### config.mk
export PLATFORM = sky130hd
export DESIGN_NAME = client_id_table
export DESIGN_NICKNAME = d
export VERILOG_FILES = /design/src/hw/rtl/cidt_pkg.sv /design/src/hw/rtl/client_id_table.sv /design/src/hw/rtl/cidt_ram.sv /design/src/hw/rtl/cidt_seq.sv
export SDC_FILE = /design/constraint.sdc
export NUM_CORES = 1
export LEC_CHECK = 0
export BUFFER_PORTS_ARGS = -buffer_cell sky130_fd_sc_hd__buf_2
export CAP_MARGIN = 20
export CORE_ASPECT_RATIO = 0.8
export CORE_MARGIN = 5
export CORE_UTILIZATION = 40
export CTS_BUF_LIST = sky130_fd_sc_hd__clkbuf_2 sky130_fd_sc_hd__clkbuf_4 sky130_fd_sc_hd__clkbuf_8
export DETAILED_ROUTE_END_ITERATION = 7
export PLACE_DENSITY = 0.52
export SYNTH_ARGS = -nofsm -noshare
export SYNTH_HDL_FRONTEND = slang
export SYNTH_SLANG_ARGS = --single-unit
### constraint.sdc
create_clock -name clock -period 7.4 [get_ports clock]
set_input_delay 0.37 -clock clock [delete_from_list [all_inputs] [get_ports clock]]
set_output_delay 0.37 -clock clock [all_outputs]
set_load 0.01 [all_outputs]
### src/hw/rtl/cidt_pkg.sv
package cidt_pkg;

   localparam int FUNC_W    = 2;
   localparam int REQ_ID_W  = 16;
   localparam int ORD_W     = 4;
   localparam int STATUS_W  = 3;
   localparam int RES_IDX_W = 4;
   localparam int COUNT_W   = 5;

   localparam logic [FUNC_W-1:0] FUNC_ADD     = 2'd0;
   localparam logic [FUNC_W-1:0] FUNC_REMOVE  = 2'd1;
   localparam logic [FUNC_W-1:0] FUNC_FIND    = 2'd2;
   localparam logic [FUNC_W-1:0] FUNC_ORDINAL = 2'd3;

   localparam logic [STATUS_W-1:0] STATUS_OK       = 3'd0;
   localparam logic [STATUS_W-1:0] STATUS_FULL     = 3'd1;
   localparam logic [STATUS_W-1:0] STATUS_DUP      = 3'd2;
   localparam logic [STATUS_W-1:0] STATUS_NOTFOUND = 3'd3;
   localparam logic [STATUS_W-1:0] STATUS_RANGE    = 3'd4;

   typedef struct packed {
      logic [FUNC_W-1:0]   func;
      logic [REQ_ID_W-1:0] req_id;
      logic [ORD_W-1:0]    ordinal;
   } cidt_req_type;

   typedef struct packed {
      logic [STATUS_W-1:0]  status;
      logic [REQ_ID_W-1:0]  result_id;
      logic [RES_IDX_W-1:0] result_index;
      logic [COUNT_W-1:0]   entry_count;
   } cidt_rsp_type;

   typedef enum logic [2:0] {
      SEQ_IDLE,
      SEQ_SCAN,
      SEQ_SHIFT,
      SEQ_ORD_WAIT,
      SEQ_DONE
   } cidt_seq_state_type;

   // sequencer status toward the output stage
   typedef struct packed {
      logic idle;
      logic done;
   } cidt_stat_type;

endpackage

### src/hw/rtl/client_id_table.sv
// get by ordinal reads its entry directly; find, remove and explicit add scan one entry a cycle
// from the front and stop at a hit or after the last entry; remove then compacts the entries
// behind the hit; auto-assign rescans the table per candidate through the one memory read port
// throughput: one transaction in flight; the next is accepted once the response is loaded
// reset: synchronous, active high; clears count, sequencer and output valid, not the id memory
module client_id_table #(
   parameter int CAPACITY = 16,
   parameter int ID_BITS = 16
) (
   input  logic                   clock,
   input  logic                   reset,
   input  logic                   req_valid,
   output logic                   req_stall,
   input  cidt_pkg::cidt_req_type req_payload,
   output logic                   rsp_valid,
   input  logic                   rsp_stall,
   output cidt_pkg::cidt_rsp_type rsp_payload
);

   localparam int AW = $clog2(CAPACITY);

   // sequencer <-> memory
   logic               rd_en;
   logic [AW-1:0]      rd_addr;
   logic [ID_BITS-1:0] rd_data;
   logic               wr_en;
   logic [AW-1:0]      wr_addr;
   logic [ID_BITS-1:0] wr_data;

   // sequencer <-> output register
   cidt_pkg::cidt_stat_type seq_stat;
   cidt_pkg::cidt_rsp_type  seq_res;
   logic                    start;
   logic                    load;

   logic                    out_vld_ff, out_vld_in;
   cidt_pkg::cidt_rsp_type  out_data_ff;

   // one transaction at a time; a new one is taken as soon as the sequencer is back in idle,
   // even while the previous response still sits in the output register
   assign req_stall = !seq_stat.idle;
   assign start     = req_valid && seq_stat.idle;

   // finished response moves into the output register when it is empty or being drained
   assign load = seq_stat.done && (!out_vld_ff || !rsp_stall);

   always_comb begin
      out_vld_in = out_vld_ff;
      if (load) begin
         out_vld_in = 1'b1;
      end else if (!rsp_stall) begin
         out_vld_in = 1'b0;
      end
   end

   always_ff @(posedge clock) begin
      if (reset) begin
         out_vld_ff <= 1'b0;
      end else begin
         out_vld_ff <= out_vld_in;
      end
   end

   always_ff @(posedge clock) begin
      if (load) begin
         out_data_ff <= seq_res;
      end
   end

   assign rsp_valid   = out_vld_ff;
   assign rsp_payload = out_data_ff;

   // id store, one write and one registered read port
   cidt_ram #(
      .DEPTH (CAPACITY),
      .WIDTH (ID_BITS)
   ) u_ram (
      .clock   (clock),
      .wr_en   (wr_en),
      .wr_addr (wr_addr),
      .wr_data (wr_data),
      .rd_en   (rd_en),
      .rd_addr (rd_addr),
      .rd_data (rd_data)
   );

   // scan, compaction and append sequencer; holds the entry count
   cidt_seq #(
      .CAPACITY (CAPACITY),
      .ID_BITS  (ID_BITS)
   ) u_seq (
      .clock   (clock),
      .reset   (reset),
      .start   (start),
      .req     (req_payload),
      .take    (load),
      .stat    (seq_stat),
      .res     (seq_res),
      .rd_en   (rd_en),
      .rd_addr (rd_addr),
      .rd_data (rd_data),
      .wr_en   (wr_en),
      .wr_addr (wr_addr),
      .wr_data (wr_data)
   );

endmodule

### src/hw/rtl/cidt_ram.sv
module cidt_ram #(
   parameter int DEPTH = 16,
   parameter int WIDTH = 16,
   localparam int AW = $clog2(DEPTH)
) (
   input  logic             clock,
   input  logic             wr_en,
   input  logic [AW-1:0]    wr_addr,
   input  logic [WIDTH-1:0] wr_data,
   input  logic             rd_en,
   input  logic [AW-1:0]    rd_addr,
   output logic [WIDTH-1:0] rd_data
);

   logic [WIDTH-1:0] mem [DEPTH];
   logic [WIDTH-1:0] rd_data_ff;

   always_ff @(posedge clock) begin
      if (wr_en) begin
         mem[wr_addr] <= wr_data;
      end
   end

   always_ff @(posedge clock) begin
      if (rd_en) begin
         rd_data_ff <= mem[rd_addr];
      end
   end

   assign rd_data = rd_data_ff;

endmodule

### src/hw/rtl/cidt_seq.sv
module cidt_seq #(
   parameter int CAPACITY = 16,
   parameter int ID_BITS = 16,
   localparam int AW = $clog2(CAPACITY),
   localparam int CW = $clog2(CAPACITY + 1),
   localparam int LIM_W = ((CW > ID_BITS) ? CW : ID_BITS) + 1
) (
   input  logic                 clock,
   input  logic                 reset,
   input  logic                 start,
   input  cidt_pkg::cidt_req_type req,
   input  logic                 take,
   output cidt_pkg::cidt_stat_type stat,
   output cidt_pkg::cidt_rsp_type  res,
   output logic                 rd_en,
   output logic [AW-1:0]        rd_addr,
   input  logic [ID_BITS-1:0]   rd_data,
   output logic                 wr_en,
   output logic [AW-1:0]        wr_addr,
   output logic [ID_BITS-1:0]   wr_data
);

   localparam logic [ID_BITS-1:0] ID_MASK = '1;

   cidt_pkg::cidt_seq_state_type state_ff, state_in;
   logic [cidt_pkg::FUNC_W-1:0]  func_ff, func_in;
   logic                         auto_ff, auto_in;
   logic [ID_BITS-1:0]           key_ff, key_in;
   logic [CW-1:0]                count_ff, count_in;
   logic [CW-1:0]                ptr_ff, ptr_in;
   logic                         cmp_vld_ff, cmp_vld_in;
   logic [AW-1:0]                cmp_idx_ff, cmp_idx_in;
   logic                         wr_pend_ff, wr_pend_in;
   logic [AW-1:0]                wr_addr_ff, wr_addr_in;
   cidt_pkg::cidt_rsp_type       res_ff, res_in;

   logic [ID_BITS-1:0] req_key;
   logic [31:0]        cnt_w, cnt_inc_w, cnt_dec_w, idx_w, ptr_dec_w;
   logic [LIM_W-1:0]   cnt_l, mask_l, lim_l, key_l;
   logic               hit, scan_more, lim_hit, tbl_full;

   function automatic cidt_pkg::cidt_rsp_type fail_rsp(
      input logic [cidt_pkg::STATUS_W-1:0] st,
      input logic [cidt_pkg::COUNT_W-1:0]  cnt
   );
      cidt_pkg::cidt_rsp_type r;
      r.status       = st;
      r.result_id    = '0;
      r.result_index = '0;
      r.entry_count  = cnt;
      return r;
   endfunction

   assign req_key   = req.req_id[ID_BITS-1:0];
   assign cnt_w     = 32'(count_ff);
   assign cnt_inc_w = cnt_w + 32'd1;
   assign cnt_dec_w = cnt_w - 32'd1;
   assign idx_w     = 32'(cmp_idx_ff);
   assign ptr_dec_w = 32'(ptr_ff) - 32'd1;
   assign tbl_full  = (cnt_w == CAPACITY);

   assign hit       = cmp_vld_ff && (rd_data == key_ff);
   assign scan_more = (ptr_ff < count_ff);

   // candidates run from 1 up to min(count + 1, all-ones id)
   assign cnt_l   = LIM_W'(count_ff);
   assign mask_l  = LIM_W'(ID_MASK);
   assign lim_l   = (cnt_l >= mask_l) ? mask_l : cnt_l + LIM_W'(1);
   assign key_l   = LIM_W'(key_ff);
   assign lim_hit = (key_l >= lim_l);

   always_ff @(posedge clock) begin
      if (reset) begin
         state_ff   <= cidt_pkg::SEQ_IDLE;
         count_ff   <= '0;
         cmp_vld_ff <= 1'b0;
         wr_pend_ff <= 1'b0;
      end else begin
         state_ff   <= state_in;
         count_ff   <= count_in;
         cmp_vld_ff <= cmp_vld_in;
         wr_pend_ff <= wr_pend_in;
      end
   end

   always_ff @(posedge clock) begin
      func_ff    <= func_in;
      auto_ff    <= auto_in;
      key_ff     <= key_in;
      ptr_ff     <= ptr_in;
      cmp_idx_ff <= cmp_idx_in;
      wr_addr_ff <= wr_addr_in;
      res_ff     <= res_in;
   end

   always_comb begin
      state_in   = state_ff;
      func_in    = func_ff;
      auto_in    = auto_ff;
      key_in     = key_ff;
      count_in   = count_ff;
      ptr_in     = ptr_ff;
      cmp_vld_in = cmp_vld_ff;
      cmp_idx_in = cmp_idx_ff;
      wr_pend_in = wr_pend_ff;
      wr_addr_in = wr_addr_ff;
      res_in     = res_ff;
      rd_en      = 1'b0;
      rd_addr    = '0;
      wr_en      = 1'b0;
      wr_addr    = '0;
      wr_data    = rd_data;

      case (state_ff)
         cidt_pkg::SEQ_IDLE: begin
            if (start) begin
               func_in    = req.func;
               key_in     = req_key;
               auto_in    = (req.func == cidt_pkg::FUNC_ADD) && (req_key == '0);
               ptr_in     = '0;
               cmp_vld_in = 1'b0;
               case (req.func)
                  cidt_pkg::FUNC_ADD: begin
                     if (req_key == '0) begin
                        key_in = ID_BITS'(1);
                     end
                     if ((req_key == '0) && tbl_full) begin
                        res_in   = fail_rsp(cidt_pkg::STATUS_FULL, cnt_w[4:0]);
                        state_in = cidt_pkg::SEQ_DONE;
                     end else begin
                        state_in = cidt_pkg::SEQ_SCAN;
                     end
                  end
                  cidt_pkg::FUNC_REMOVE, cidt_pkg::FUNC_FIND: begin
                     state_in = cidt_pkg::SEQ_SCAN;
                  end
                  cidt_pkg::FUNC_ORDINAL: begin
                     if (32'(req.ordinal) >= cnt_w) begin
                        res_in   = fail_rsp(cidt_pkg::STATUS_RANGE, cnt_w[4:0]);
                        state_in = cidt_pkg::SEQ_DONE;
                     end else begin
                        rd_en               = 1'b1;
                        rd_addr             = AW'(req.ordinal);
                        res_in.status       = cidt_pkg::STATUS_OK;
                        res_in.result_index = req.ordinal;
                        res_in.entry_count  = cnt_w[4:0];
                        state_in            = cidt_pkg::SEQ_ORD_WAIT;
                     end
                  end
                  default: begin
                     state_in = cidt_pkg::SEQ_IDLE;
                  end
               endcase
            end
         end

         cidt_pkg::SEQ_SCAN: begin
            if (scan_more) begin
               rd_en      = 1'b1;
               rd_addr    = ptr_ff[AW-1:0];
               ptr_in     = ptr_ff + CW'(1);
               cmp_vld_in = 1'b1;
               cmp_idx_in = ptr_ff[AW-1:0];
            end else begin
               cmp_vld_in = 1'b0;
            end

            if (hit) begin
               cmp_vld_in = 1'b0;
               ptr_in     = '0;
               case (func_ff)
                  cidt_pkg::FUNC_ADD: begin
                     if (!auto_ff) begin
                        res_in   = fail_rsp(cidt_pkg::STATUS_DUP, cnt_w[4:0]);
                        state_in = cidt_pkg::SEQ_DONE;
                     end else if (lim_hit) begin
                        res_in   = fail_rsp(cidt_pkg::STATUS_FULL, cnt_w[4:0]);
                        state_in = cidt_pkg::SEQ_DONE;
                     end else begin
                        key_in = key_ff + ID_BITS'(1);
                     end
                  end
                  cidt_pkg::FUNC_REMOVE: begin
                     res_in.status       = cidt_pkg::STATUS_OK;
                     res_in.result_id    = 16'(key_ff);
                     res_in.result_index = idx_w[3:0];
                     ptr_in              = CW'(cmp_idx_ff) + CW'(1);
                     wr_pend_in          = 1'b0;
                     state_in            = cidt_pkg::SEQ_SHIFT;
                  end
                  cidt_pkg::FUNC_FIND: begin
                     res_in.status       = cidt_pkg::STATUS_OK;
                     res_in.result_id    = 16'(key_ff);
                     res_in.result_index = idx_w[3:0];
                     res_in.entry_count  = cnt_w[4:0];
                     state_in            = cidt_pkg::SEQ_DONE;
                  end
                  default: begin
                     state_in = cidt_pkg::SEQ_IDLE;
                  end
               endcase
            end else if (!scan_more && !cmp_vld_ff) begin
               if (func_ff == cidt_pkg::FUNC_ADD) begin
                  if (tbl_full) begin
                     res_in = fail_rsp(cidt_pkg::STATUS_FULL, cnt_w[4:0]);
                  end else begin
                     wr_en               = 1'b1;
                     wr_addr             = count_ff[AW-1:0];
                     wr_data             = key_ff;
                     count_in            = count_ff + CW'(1);
                     res_in.status       = cidt_pkg::STATUS_OK;
                     res_in.result_id    = 16'(key_ff);
                     res_in.result_index = cnt_w[3:0];
                     res_in.entry_count  = cnt_inc_w[4:0];
                  end
               end else begin
                  res_in = fail_rsp(cidt_pkg::STATUS_NOTFOUND, cnt_w[4:0]);
               end
               state_in = cidt_pkg::SEQ_DONE;
            end
         end

         cidt_pkg::SEQ_SHIFT: begin
            // read entry j, write it to j-1 on the following cycle
            if (wr_pend_ff) begin
               wr_en   = 1'b1;
               wr_addr = wr_addr_ff;
               wr_data = rd_data;
            end
            if (scan_more) begin
               rd_en      = 1'b1;
               rd_addr    = ptr_ff[AW-1:0];
               wr_pend_in = 1'b1;
               wr_addr_in = ptr_dec_w[AW-1:0];
               ptr_in     = ptr_ff + CW'(1);
            end else begin
               wr_pend_in = 1'b0;
               if (!wr_pend_ff) begin
                  count_in           = count_ff - CW'(1);
                  res_in.entry_count = cnt_dec_w[4:0];
                  state_in           = cidt_pkg::SEQ_DONE;
               end
            end
         end

         cidt_pkg::SEQ_ORD_WAIT: begin
            res_in.result_id = 16'(rd_data);
            state_in         = cidt_pkg::SEQ_DONE;
         end

         cidt_pkg::SEQ_DONE: begin
            if (take) begin
               state_in = cidt_pkg::SEQ_IDLE;
            end
         end

         default: begin
            state_in = cidt_pkg::SEQ_IDLE;
         end
      endcase
   end

   assign stat.idle = (state_ff == cidt_pkg::SEQ_IDLE);
   assign stat.done = (state_ff == cidt_pkg::SEQ_DONE);
   assign res       = res_ff;

endmodule

* Word-level counts from Yosys, hierarchy flattened
Memories as Yosys holds them, arrays and structs flattened. A register that Yosys moved wholly into a read port is not among the register bits.
Index checks and enable logic that the tools add are counted.
W data, S select, Z words.
** Cells by class
- Add/sub/neg operators :: 9
- Order comparisons :: 4
- Equal/unequal tests :: 31
- Multiplexer cells :: 91
- Reductions and logical operators :: 35
** Operator list (count)
- $mux W16 :: 13
- $mux W28 :: 6
- $mux W5 :: 12
- $pmux W28 S2 :: 1
- $pmux W16 S3 :: 1
- $pmux W23 S2 :: 1
- $mux W4 :: 9
- $mux W3 :: 11
- $pmux W16 S2 :: 1
- $pmux W5 S3 :: 2
- $mux W27 :: 1
- $mux W26 :: 1
- $pmux W4 S2 :: 3
- $pmux W5 S2 :: 2
- $pmux W3 S3 :: 2
- $ge A16 B17 Y1 :: 1
- $mux W1 :: 17
- $mux W17 :: 1
- $add A16 B1 Y16 const B :: 1
- $eq A16 B16 Y1 :: 1
- $ge A5 B16 Y1 const B :: 1
- $logic_not A16 Y1 :: 1
- $add A5 B1 Y5 const B :: 3
- $pmux W3 S5 :: 1
- other kinds (36) :: 77
** Word-level totals
- Register bits after elaboration :: 99
- Memory bits (writable) :: 256
- Input port bits :: 26
- Output and inout port bits :: 30
- Logic and storage cells :: 190
- Memories kept :: 1
** Memories
- u_ram.mem :: words 16, bits a word 16, read ports 1, clocked after Yosys merged registers in 1, write ports 1, RTL line cidt_ram.sv:15 : logic [WIDTH-1:0] mem [DEPTH];

* Longest topological paths before layout
- Word-level depth :: 8
- Gate-level depth with buffers :: 14

* Hierarchy
A second synthesis with hierarchy kept.
** Second synthesis, totals
- Cell total of the unflattened synthesis :: 954
- Area total of the unflattened synthesis :: 15964.1 um^2
** By module, submodules not included
- cidt_ram :: instances 1, cells each 432, area each 10202.3 um^2, sequential area each 8167.8 um^2
- cidt_seq :: instances 1, cells each 488, area each 4874.7 um^2, sequential area each 2001.9 um^2
- client_id_table :: instances 1, cells each 34, area each 887.1 um^2, sequential area each 860.8 um^2

* Least setup slack after synthesis
No wires, ideal clock.
- Path type :: flip-flop to flip-flop
- From :: reg u_seq.count_ff[2]
- To :: mem u_ram.mem[0][0] (enable)
- Data arrival time :: 3214 ps
- Required time :: 7012 ps
- Slack :: 3797 ps
- Cell stages (with the launch flop) :: 13
- Buffers on the path :: 2
- Cell sequence :: dfxtp_1 buf_1 inv_1 ha_1 a21oi_1 o21ai_4 a31o_2 inv_2 clkbuf_1 nor3_1 a32oi_1 nand2_1 nor2_1
** Between the ends
- Cells in the longest elaborated chain, start to end :: 8
- Elaborated cells on any way between the ends :: 16
- Classes of those cells :: order compare (1); eq/ne (1); mux (12); reduce/logical (2)
** Ends and longest elaborated chain
- start: declaration :: RTL line cidt_seq.sv:29 : logic [CW-1:0] count_ff, count_in;
- start signal: assignment :: RTL line cidt_seq.sv:80 : count_ff <= count_in;
- $lt A5 B5 Y1 / $eq A5 B5 Y1 (equally long branches) :: RTL line cidt_seq.sv:63, cidt_seq.sv:60
- $logic_not A1 Y1 / $mux W1 (equally long branches) :: RTL line cidt_seq.sv:202, cidt_seq.sv:204
- $logic_and A1 B1 Y1 / $mux W1 (equally long branches) :: RTL line cidt_seq.sv:202, cidt_seq.sv:203
- $mux W1 :: RTL line cidt_seq.sv:202 : end else if (!scan_more && !cmp_vld_ff) begin
- $mux W1 :: RTL line cidt_seq.sv:168 : if (hit) begin
- $pmux W1 S2 :: RTL line cidt_seq.sv:114 : case (state_ff)
- $mux W1 :: RTL line cidt_ram.sv:19 : if (wr_en) begin
- $mux W1 (implied by the code) :: RTL line cidt_ram.sv:20 : mem[wr_addr] <= wr_data;
- end: declaration :: RTL line cidt_ram.sv:15
Several ways; a longest one is shown, not always the timed one.

* Worst setup path after layout
- From :: reg u_seq.count_ff[2]
- To :: reg u_ram.rd_data_ff[2], in the netlist u_ram.rd_data[2] (read register of u_ram.mem), data pin
** Between the ends
- Cells in the longest elaborated chain, start to end :: 5
- Elaborated cells on any way between the ends :: 12
- Classes of those cells :: order compare (2); mux (10)
** Ends and longest elaborated chain
- $ge A4 B5 Y1 :: RTL line cidt_seq.sv:138 : if (32'(req.ordinal) >= cnt_w) begin
- $mux W4 / $mux W1 (equally long branches) :: RTL line cidt_seq.sv:138
- $mux W4 / $mux W1 (equally long branches) :: RTL line cidt_seq.sv:122 : case (req.func)
- $mux W4 / $mux W1 (equally long branches) :: RTL line cidt_seq.sv:116 : if (start) begin
- $pmux W4 S2 / $pmux W1 S2 (equally long branches) :: RTL line cidt_seq.sv:114
- end: declaration :: RTL line cidt_ram.sv:16 : logic [WIDTH-1:0] rd_data_ff;
Several ways; a longest one is shown, not always the timed one.
A chain may end at the register's enable or synchronous reset.

==> impl_metrics.yaml <==
final_layout:
  n_antenna_cell: 0
  seqCellArea_sq_um: 11000
  fin_area_sq_um: 18100
  post_route_cells_drive_above_1_share_pct: 19.5
  layout.nets: 1188
  fillCellCount: 3534
  area_delta_synth_final_pct: 12.8
  multi_input_area_sq_um: 4630
detailed_routing:
  drt_iter0_drc: 802
  wl_per_cell_um: 23.4
  final_antenna_net_count: 0
  routed_via_density: 5.40
  drt_wl_total_mm: 40.2
  num_vias: 9269
  drt_first_pass_iters: 4
  drt_drc_violations_left: 0
synthesis:
  synthTopCellsByArea: "edfxtp_1 (67%), mux2i_1 (8.0%), o22ai_1 (2.6%), ha_1 (2.0%), xnor2_1 (1.4%)"
  synthArstFlopShare_pct: 0
  ys_seq_area_share_pct: 68.8
  syn_area_sq_um: 16000
  synth_top_area_cell: "edfxtp_1"
  ys_ff_latch: 371
  synth_top_area_share_pct: 67.4
  yosys-top-cells-count: "edfxtp_1 (360), mux2i_1 (128), o22ai_1 (67)"
  avgSynthCellArea_sq_um: 15.2
  synth_edf_count: 360
  ys_warn_count: 0
  ys_types: 70
  yosysMostFrequentCell: "edfxtp_1"
  syn-instance-count: 1053
  synth_ff_type: "edfxtp_1"
  syn-num-nets: 1104
grt:
  grt_pass1_vias: 9170
  grt_usage_pct: 18.1
  antenna_found_initial: 1
  grt_max_degree: 49
  use_met1_pct: 28.0
  grt_use_met3_pct: 3.69
  grt_overflow: 0
  busiest_layer: "met1"
  met2_usage_pct: 26.4
  grt_first_pass_wirelength_mm: 60.4
floorplanning:
  die_x_um: 234
  coreArea_sq_um: 39500
  pin_count: 56
  rows: 65
  dieArea_sq_um: 44200
  die_y_um: 189
  start_util_pct: 40.6
critical_path:
  critPathCaptureType: "flop"
  startpoint_type: "flop"
  crit_required_ns: 7.73
  path_class: "flop to flop"
  slowest_delay_ns: 0.84
  path_cells: "inv_1 -> ha_1 -> a21oi_1 -> o21ai_4 -> a311oi_4 -> a32o_4 -> buf_4 -> mux2i_1 -> o22ai_1 -> or4_1"
  worstPathMaxFanout: 48
  arrival_ns: 5.02
  slowest_stage: "a32o_4"
cts:
  cts_tree: "yes"
  numCtsBuffers: 57
  post_cts_buffers: 0
  root_buffer: "clkbuf_8"
  clk-insertion-delay-late_ns: 0.63
  htree_levels: 2
  cts_buffer_depth: 3
  clkTransAtPathRegs_ns: 0.07
  clock_sinks: 371
timing:
  finalCritPeriodShare_pct: 63.4
  setup_viol: 0
  grt_setup_unrepaired: "false"
  clock_skew_ns: 0.0380
  hold_viol_final: 0
  tightest_slew_ns: 1.09
  maxSlewViolCount: 0
  fmax_mhz: 213
  slew-limit-headroom_pct: 27.2
  min_period_ns: 4.69
  tns_ns: 0
place:
  gp_congestion: 0.837
  hpwl_mm: 25.0
  port_buffers: 55
  placed_cell_area_sq_um: 16900
run_status:
  outcome: "finished clean"
job:
  maxCapViolCount: 0
power_and_ir_drop:
  leakagePower_uw: 0.00580
  worst_ir_drop_vdd_uv: 120
  pwr_density_cell_nw_per_um2: 280
worst_hold_path:
  hold_class: "input pin to flop"
-- per-stage QoR --
step	cells	hold WS (ns)	utilization, %	total power [uW]	setup WS (ns)
after floorplan	1053	0.400	-	3110	3.80
after global placement	1609	0.403	42.7	3340	2.86
after detailed placement	1610	0.405	42.7	3340	2.76
after CTS	1716	0.0272	45.7	5110	2.73
after global routing	1717	0.0596	45.8	5300	2.54
final	1717	0.0619	45.8	5070	2.71
-- cell usage in the layout (no fill, tap or decap), types with 16 or more instances in the layout --
master	n
a22o_1	17
buf_2	56
buf_4	22
clkbuf_8	57
edfxtp_1	360
ha_1	25
inv_1	19
mux2_2	16
mux2i_1	128
nand2_1	56
nand3_1	19
nor2_1	32
nor2_2	16
o21ai_0	23
o22ai_1	67
or4_1	16
xnor2_1	26
xor2_1	21
-- final timing paths --
kind         depth (start not counted)                      startpoint  slack, ns                          to
max                                 10  u_seq.count_ff[2]$_SDFFE_PP0P_       2.71  u_ram.rd_data[2]$_DFFE_PP_
min                                  3                 req_payload[11]       0.06   u_seq.key_ff[7]$_DFFE_PP_
max reg2reg                         10  u_seq.count_ff[2]$_SDFFE_PP0P_       2.71  u_ram.rd_data[2]$_DFFE_PP_
min reg2reg                          0         u_seq.res[21]$_DFFE_PP_       0.41   rsp_payload[21]$_DFFE_PP_
-- flip-flops by register name (all words and copies together) (netlist names) --
register,count
u_ram.mem,256
rsp_payload,28
u_seq.res,28
u_ram.rd_data,16
u_seq.key_ff,16
u_seq.count_ff,5
u_seq.ptr_ff,5
u_seq.cmp_idx_ff,4
u_seq.wr_addr_ff,4
u_seq.state_ff,3
u_seq.func_ff,2
rsp_valid,1
u_seq.auto_ff,1
u_seq.cmp_vld_ff,1
u_seq.wr_pend_ff,1
-- layout make-up --
class	instances	share of cell area, %
clock buffers	70	4.88
well taps	536	3.71
flip-flops and latches	371	61.0
inverters	21	0.436
multi-input cells	603	25.6
clock inverters	33	1.58
repair buffers	83	2.80
-- report_power, final --
part           internal, uW  total (uW)  switching, uW  leakage [uW]
registers              2520        2640            124       0.00337
clock network           963        1760            801      0.000615
logic                   228         658            430       0.00181
total                  3710        5070           1350       0.00580
-- worst max-delay path: cells and delay by family (launching register included) --
kind | cells | cell delay (ns)
AO/OA/AOI/OAI | 5 | 1.71
AND/OR/NAND/NOR | 1 | 0.55
flip-flops | 1 | 0.61
adder cells (fa/ha/maj) | 1 | 0.33
multiplexers | 1 | 0.28
buffers and inverters | 2 | 0.84
-- metal layers --
metal / vias up / share of wire [%]
li1: 4303 / -
met1: 4616 / 49
met2: 291 / 43
met3: 59 / 6.4
met4: 0 / 1.7
met5: - / 0
-- cells by family (layout without fill, tap and decap cells) --
family          count (synthesis)  after routing  share of synthesized area, %
compound gates                181            181                          8.12
xor+xnor                       47             47                          2.57
fa+ha+maj                      25             25                          1.95
buf+inv                        79            207                          2.68
flops                         371            371                          68.8
mux                           144            144                          9.11
simple gates                  206            206                          6.79
-- repair_timing --
item,4_1_cts,5_1_grt
resized for setup,0,0
hold buffers,3,0
hold endpoints to repair,3,0
(Power assumes the default switching activity.)
